### src/rtl/bres_pkg.sv
// ----------------------------------------------------------------------------
// bres_pkg
// Shared types, constants and helpers for the line rasterizer.
// ----------------------------------------------------------------------------
package bres_pkg;

  localparam int GRID_SIZE = 64;
  localparam int COORD_W   = 6;
  localparam int STRIDE_W  = 7;
  localparam int ADDR_W    = 12;
  localparam int ERR_W     = COORD_W + 2;
  localparam int PROD_W    = COORD_W + STRIDE_W;

  localparam logic [COORD_W-1:0]  COORD_MAX    = COORD_W'(GRID_SIZE - 1);
  localparam logic [STRIDE_W-1:0] STRIDE_RESET = STRIDE_W'(64);

  typedef enum logic [0:0] {
    ST_IDLE,
    ST_RUN
  } bres_state_t;

  // controller to datapath
  typedef struct packed {
    logic load;   // capture a new segment and set up the walk
    logic step;   // emit the current pixel and advance
  } bres_cmd_t;

  // datapath to controller
  typedef struct packed {
    logic at_end;    // current major coordinate is the final one
    logic out_free;  // output register can take a pixel this cycle
  } bres_status_t;

  function automatic logic [COORD_W-1:0] clamp_coord(input logic [COORD_W-1:0] v);
    return (v > COORD_MAX) ? COORD_MAX : v;
  endfunction

endpackage

### src/rtl/bres_ctrl.sv
// ----------------------------------------------------------------------------
// bres_ctrl
// Controller: sequences set-up and the per-pixel walk of one segment.
// ----------------------------------------------------------------------------
module bres_ctrl
  import bres_pkg::*;
(
  input  logic         clk,
  input  logic         rst,
  input  logic         in_valid,
  output logic         in_stall,
  input  bres_status_t status,
  output bres_cmd_t    cmd
);

  bres_state_t state;
  bres_state_t state_next;

  always_ff @(posedge clk) begin
    if (rst) begin
      state <= ST_IDLE;
    end else begin
      state <= state_next;
    end
  end

  always_comb begin
    state_next = state;
    case (state)
      ST_IDLE: begin
        if (in_valid) begin
          state_next = ST_RUN;
        end
      end
      ST_RUN: begin
        if (status.out_free && status.at_end) begin
          state_next = ST_IDLE;
        end
      end
      default: state_next = ST_IDLE;
    endcase
  end

  always_comb begin
    in_stall = 1'b1;
    cmd      = '0;
    case (state)
      ST_IDLE: begin
        // hold off requests while reset is applied
        in_stall = rst;
        cmd.load = in_valid && !rst;
      end
      ST_RUN: begin
        cmd.step = status.out_free;
      end
      default: begin
        in_stall = 1'b1;
      end
    endcase
  end

endmodule

### src/rtl/bres_dp.sv
// ----------------------------------------------------------------------------
// bres_dp
// Datapath: segment set-up, error accumulator, minor stepping, address
// multiply and the output register.
// ----------------------------------------------------------------------------
module bres_dp
  import bres_pkg::*;
(
  input  logic                clk,
  input  logic                rst,
  input  logic                cfg_we,
  input  logic [STRIDE_W-1:0] cfg_wdata,
  input  logic [COORD_W-1:0]  start_x,
  input  logic [COORD_W-1:0]  start_y,
  input  logic [COORD_W-1:0]  end_x,
  input  logic [COORD_W-1:0]  end_y,
  input  bres_cmd_t           cmd,
  output bres_status_t        status,
  output logic                out_valid,
  input  logic                out_stall,
  output logic [COORD_W-1:0]  pixel_x,
  output logic [COORD_W-1:0]  pixel_y,
  output logic [ADDR_W-1:0]   pixel_address,
  output logic                last_pixel
);

  // configuration
  logic [STRIDE_W-1:0] line_stride;

  // walk state
  logic               x_major;
  logic               step_up;
  logic [COORD_W-1:0] maj;
  logic [COORD_W-1:0] maj_end;
  logic [COORD_W-1:0] minor;
  logic [COORD_W-1:0] dmaj;
  logic [COORD_W-1:0] dmin;
  logic [ERR_W-1:0]   err;

  // set-up from the input ports
  logic [COORD_W-1:0] x0, y0, x1, y1;
  logic [COORD_W-1:0] adx, ady;
  logic               xm;
  logic [COORD_W-1:0] ma0, mi0, ma1, mi1;
  logic [COORD_W-1:0] sma0, smi0, sma1, smi1;

  // step logic
  logic [ERR_W-1:0]   err_add;
  logic [ERR_W-1:0]   dmaj2;
  logic               minor_move;
  logic [COORD_W-1:0] cur_x, cur_y;
  logic [PROD_W-1:0]  prod;
  logic [ADDR_W-1:0]  addr_next;

  always_comb begin
    x0  = clamp_coord(start_x);
    y0  = clamp_coord(start_y);
    x1  = clamp_coord(end_x);
    y1  = clamp_coord(end_y);
    adx = (x1 > x0) ? (x1 - x0) : (x0 - x1);
    ady = (y1 > y0) ? (y1 - y0) : (y0 - y1);
    xm  = (adx >= ady);
    ma0 = xm ? x0 : y0;
    mi0 = xm ? y0 : x0;
    ma1 = xm ? x1 : y1;
    mi1 = xm ? y1 : x1;
    // swap so the major coordinate rises
    if (ma1 < ma0) begin
      sma0 = ma1;
      smi0 = mi1;
      sma1 = ma0;
      smi1 = mi0;
    end else begin
      sma0 = ma0;
      smi0 = mi0;
      sma1 = ma1;
      smi1 = mi1;
    end
  end

  always_comb begin
    dmaj2      = {1'b0, dmaj, 1'b0};
    err_add    = err + {1'b0, dmin, 1'b0};
    minor_move = (err_add > dmaj2);
    cur_x      = x_major ? maj : minor;
    cur_y      = x_major ? minor : maj;
    prod       = PROD_W'(cur_y) * PROD_W'(line_stride);
    addr_next  = ADDR_W'(prod) + ADDR_W'(cur_x);
  end

  assign status.at_end   = (maj == maj_end);
  assign status.out_free = !out_valid || !out_stall;

  always_ff @(posedge clk) begin
    if (rst) begin
      line_stride <= STRIDE_RESET;
    end else if (cfg_we) begin
      line_stride <= cfg_wdata;
    end
  end

  always_ff @(posedge clk) begin
    if (cmd.load) begin
      x_major <= xm;
      maj     <= sma0;
      maj_end <= sma1;
      minor   <= smi0;
      step_up <= (smi1 > smi0);
      dmaj    <= sma1 - sma0;
      dmin    <= (smi1 > smi0) ? (smi1 - smi0) : (smi0 - smi1);
      err     <= ERR_W'(sma1 - sma0);
    end else if (cmd.step) begin
      maj <= maj + COORD_W'(1);
      if (minor_move) begin
        minor <= step_up ? (minor + COORD_W'(1)) : (minor - COORD_W'(1));
        err   <= err_add - dmaj2;
      end else begin
        err <= err_add;
      end
    end
  end

  // output register
  always_ff @(posedge clk) begin
    if (rst) begin
      out_valid <= 1'b0;
    end else if (cmd.step) begin
      out_valid <= 1'b1;
    end else if (!out_stall) begin
      out_valid <= 1'b0;
    end
  end

  always_ff @(posedge clk) begin
    if (cmd.step) begin
      pixel_x       <= cur_x;
      pixel_y       <= cur_y;
      pixel_address <= addr_next;
      last_pixel    <= status.at_end;
    end
  end

endmodule

### src/rtl/bresenham_line_rasterizer.sv
// ----------------------------------------------------------------------------
// bresenham_line_rasterizer
// Walks one line segment per request and emits every covered pixel with
// its framebuffer address.
// ----------------------------------------------------------------------------
//
//  Channel  Handshake            Payload
//  -------  -------------------  ------------------------------------------
//  in       in_valid / in_stall  start_x, start_y, end_x, end_y
//  out      out_valid/out_stall  pixel_x, pixel_y, pixel_address, last_pixel
//  cfg      cfg_we               cfg_wdata (line_stride, reset 64)
//
//  A segment of N pixels (N = major delta + 1, 1..64) is taken in by an
//  accept step that does the delta and swap set-up; the error-accumulator
//  loop in bres_dp then emits one pixel per cycle while out_stall allows.
//  Output stalls freeze the walk; the output register keeps a finished pixel
//  while the next request is already being accepted.
//  rst is synchronous and active high; it clears the controller, the output
//  valid and restores line_stride to 64.
// ----------------------------------------------------------------------------
module bresenham_line_rasterizer
  import bres_pkg::*;
(
  input  logic                clk,
  input  logic                rst,
  // configuration
  input  logic                cfg_we,
  input  logic [STRIDE_W-1:0] cfg_wdata,
  // request side
  input  logic                in_valid,
  output logic                in_stall,
  input  logic [COORD_W-1:0]  start_x,
  input  logic [COORD_W-1:0]  start_y,
  input  logic [COORD_W-1:0]  end_x,
  input  logic [COORD_W-1:0]  end_y,
  // pixel side
  output logic                out_valid,
  input  logic                out_stall,
  output logic [COORD_W-1:0]  pixel_x,
  output logic [COORD_W-1:0]  pixel_y,
  output logic [ADDR_W-1:0]   pixel_address,
  output logic                last_pixel
);

  // command and status between controller and datapath
  bres_cmd_t    cmd;
  bres_status_t status;

  // controller: idle until a request, then step once per free output slot
  bres_ctrl u_ctrl (
    .clk      (clk),
    .rst      (rst),
    .in_valid (in_valid),
    .in_stall (in_stall),
    .status   (status),
    .cmd      (cmd)
  );

  // datapath: set-up, error term, address and output register
  bres_dp u_dp (
    .clk           (clk),
    .rst           (rst),
    .cfg_we        (cfg_we),
    .cfg_wdata     (cfg_wdata),
    .start_x       (start_x),
    .start_y       (start_y),
    .end_x         (end_x),
    .end_y         (end_y),
    .cmd           (cmd),
    .status        (status),
    .out_valid     (out_valid),
    .out_stall     (out_stall),
    .pixel_x       (pixel_x),
    .pixel_y       (pixel_y),
    .pixel_address (pixel_address),
    .last_pixel    (last_pixel)
  );

endmodule

### config.mk
export PLATFORM = sky130hd
export DESIGN_NAME = bresenham_line_rasterizer
export DESIGN_NICKNAME = d
export VERILOG_FILES = /design/src/rtl/bres_pkg.sv /design/src/rtl/bres_ctrl.sv /design/src/rtl/bres_dp.sv /design/src/rtl/bresenham_line_rasterizer.sv
export SDC_FILE = /design/constraint.sdc
export NUM_CORES = 1
export LEC_CHECK = 0
export BUFFER_PORTS_ARGS = -buffer_cell sky130_fd_sc_hd__buf_4
export CAP_MARGIN = 15
export CORE_MARGIN = 2
export CORE_UTILIZATION = 30
export DETAILED_ROUTE_END_ITERATION = 10
export GPL_TIMING_DRIVEN = 0
export HOLD_SLACK_MARGIN = 0.02
export PLACE_DENSITY_LB_ADDON = 0.2
export SLEW_MARGIN = 20
export SYNTH_ARGS = -nofsm -noshare
export SYNTH_HDL_FRONTEND = slang
export SYNTH_SLANG_ARGS = --single-unit
### constraint.sdc
create_clock -name clk -period 11.6 [get_ports clk]
set_clock_uncertainty 0.1 [all_clocks]
set_input_delay 1.74 -clock clk [delete_from_list [all_inputs] [get_ports clk]]
set_output_delay 1.74 -clock clk [all_outputs]
set_load 0.02 [all_outputs]
==> summary.md <==
| Metric | Value |
|---|---|
| Status | `complete, no violations` |
| Crit. End Element | `flop` |
| CP Data Arrival Time | `11.01 ns` |
| # IOs | `63` |
| Place WS | `-0.503 ns` |
| Post-route setup TNS | `0 ns` |
| CTS Buffer Depth | `2` |
| Clk slew on worst S/H paths | `0.06 ns` |
| Synth top area cells | `edfxtp_1 25%, ha_1 14%, fa_1 7.3%` |
| Fmax | `90.4 MHz` |
| Cts bufs inserted | `9` |
| Rel. slew slack | `0.288` |
| Setup CP Type | `in2reg` |
| Commonest cells after routing, fill and taps aside | `85 x inv_1, 85 x ha_1, 83 x nand2_1` |
| Initial antenna violation count | `0` |
| Fill cell count | `2646` |
| H-tree depth | `3` |
| Worst reg-to-reg path cell count | `17` |
| Placed cells | `1240` |
| Setup ws final | `0.543 ns` |
| Synth Flop Type | `edfxtp_1` |
| First-pass GRT wire length | `33300 um` |
| Register area share after synthesis | `0.276` |
| Post-DRT Antenna Nets | `0` |
| Slew Limit Fails | `0` |
| WL/cell | `16.4 um` |
| GP Congestion | `0.919` |
| ANT cells | `0` |
| CTS sink cnt | `74` |
| Placed wire-length estimate | `16900 um` |
| Number of cell rows | `58` |
| Hold crit path type | `reg2reg` |
| Seq cells post-synth | `74` |
| Post-synth EDFFs | `65` |
| Syn Area/Cell | `9.07 sq um` |
| Final Util | `0.353` |
| Period minus WS final | `11.06 ns` |
| Async SR Flop Fraction | `0` |
| Clock Tree Root | `clkbuf_16` |
| Yosys warnings | `0` |
| Yosys top cell by area | `edfxtp_1` |
| Worst setup SP type | `primary input` |
| WP buf/inv | `8` |
| Hold Path Stages | `2` |
| Largest net degree at the start of global routing | `29` |
| Die W | `165 um` |
| Synth cell types | `68` |
| Worst path max stage delay | `0.68 ns` |
| Max-Cap Viols | `0` |
| Worst Tran Pin Value | `1.07 ns` |
| Post-Route WL | `20600 um` |
| Synthesized cell area | `0.00773 sq mm` |
| Stages on worst setup path | `41` |
| Initial drt markers | `415` |
| Critical path's most frequent cell | `ha_1` |
| CP Max Fanout | `10` |
| Drt via density | `4.94` |
| Final hold viol count | `0` |
| Grt total ovfl | `0` |
| Setup violators final | `0` |
| Gr usage total | `0.158` |
| Crit path max-delay family | `compound AO/OA/AOI/OAI gates` |
| DRC | `0` |
| Vias in the first global route | `6142` |
| Synth Instances | `852` |
| Starting Density | `0.306` |
| Final layout net count | `1071` |
| RSZ-0062 raised after global routing | `no` |
| Final non-filler cell total | `1257` |
| Critical Path RT | `11.55 ns` |
| Layout area overhead | `15.4%` |
| Clk_lat worst skew | `0.33 ns` |
| Total number of vias | `6215` |
| Die Y | `165 um` |
| Slowest-stage cell, CP | `mux2i_1` |
| Core ar. | `0.0253 sq mm` |
| Syn nets | `1001` |
| Fin crit share | `0.953` |
| 1st-pass router iterations | `5` |
| Die Footprint | `0.0271 sq mm` |
| Share of the synthesized area in the top cell type | `0.253` |
| Share of cells above drive strength 1 | `0.135` |
| Port-buffer cells | `57` |
| CTS tree | `yes` |
==> layer usage <==
metal | GRT usage | wire length, um
met1 | 0.220 | 9960
met2 | 0.256 | 9390
met3 | 0.0126 | 745
met4 | 0.0561 | 530
met5 | 0 | 0
==> synth_stat cells, types with 2 or more instances <==
library cell / instances
o22a_1: 2
inv_1: 85
xor2_1: 13
ha_1: 85
buf_6: 2
a211o_1: 3
nand2b_1: 9
nand3_1: 13
dfxtp_1: 9
nor2b_1: 12
nor2_1: 55
xnor2_1: 44
mux2_2: 18
o2111ai_1: 2
o31ai_1: 3
o21a_1: 4
nor3_1: 10
nand2_1: 83
a211oi_1: 13
buf_1: 5
a31oi_1: 8
buf_2: 5
edfxtp_1: 65
or2_2: 3
nand4_1: 6
o211ai_1: 9
a221oi_1: 3
o21ai_0: 40
a21boi_0: 5
mux2i_1: 43
clkbuf_1: 35
o21bai_1: 12
and2_1: 18
a21o_1: 10
a21oi_1: 60
fa_1: 28
==> what timing repair did <==
item | CTS | global route
pin swaps | 0 | 1
endpoints found under the setup margin | 5 | 6
hold buffers | 0 | 0
gates cloned | 0 | 0
buffers inserted | 0 | 2
resized for setup | 1 | 15
==> worst min-delay path, delay by kind of cell, from the launching register on <==
| kind | cells | cell delay, ns |
|---|---|---|
| compound gates | 1 | 0.07 |
| flops | 1 | 0.35 |
| simple gates | 1 | 0.07 |
==> metrics by stage <==
step                      instance area [sq um]  hold slack, ns
final                                      8920           0.420
after global routing                       8920           0.473
after CTS                                  8880           0.423
after detailed placement                   8590           0.409
after global placement                     8570           0.398
after floorplan                            7730           0.381
==> flip-flops by register name, summed over array words and instances (netlist names) <==
| register | cells |
|---|---|
| u_ctrl.state | 1 |
| u_dp.dmaj | 6 |
| u_dp.dmin | 6 |
| u_dp.err | 8 |
| u_dp.last_pixel | 1 |
| u_dp.line_stride | 7 |
| u_dp.maj | 6 |
| u_dp.maj_end | 6 |
| u_dp.minor | 6 |
| u_dp.out_valid | 1 |
| u_dp.pixel_address | 12 |
| u_dp.pixel_x | 6 |
| u_dp.pixel_y | 6 |
| u_dp.step_up | 1 |
| u_dp.x_major | 1 |
==> worst paths after layout <==
check | slack [ns] | to | from
hold reg to reg | 0.42 | u_dp.out_valid | u_dp.out_valid
hold / removal | 0.42 | u_dp.out_valid | u_dp.out_valid
setup reg to reg | 6.26 | u_dp.pixel_address[11] | u_dp.x_major
setup / recovery | 0.54 | u_dp.dmin[2] | start_x[1]
==> cell families after synthesis <==
family / synth area share
adders and majority gates: 0.211
muxes: 0.0882
xor gates and xnor gates: 0.0646
DFF: 0.276
buffers and inverters: 0.0688
AOI/OAI and AO/OA: 0.160
and+or+nand+nor: 0.131
==> cell type report <==
| cell class | count | area (sq um) | area share |
|---|---|---|---|
| repair buffers | 60 | 463 | 0.0519 |
| flip-flops and latches | 74 | 2130 | 0.239 |
| clock inverters | 6 | 58.8 | 0.00659 |
| multi-input cells | 643 | 5080 | 0.570 |
| plain buffers | 47 | 211 | 0.0237 |
| clock buffers | 10 | 229 | 0.0257 |
| well taps | 330 | 413 | 0.0463 |
| inverters | 87 | 327 | 0.0366 |
Power is not shown: default switching activity piles up to over one toggle a cycle in this logic, so the estimate is an artifact.
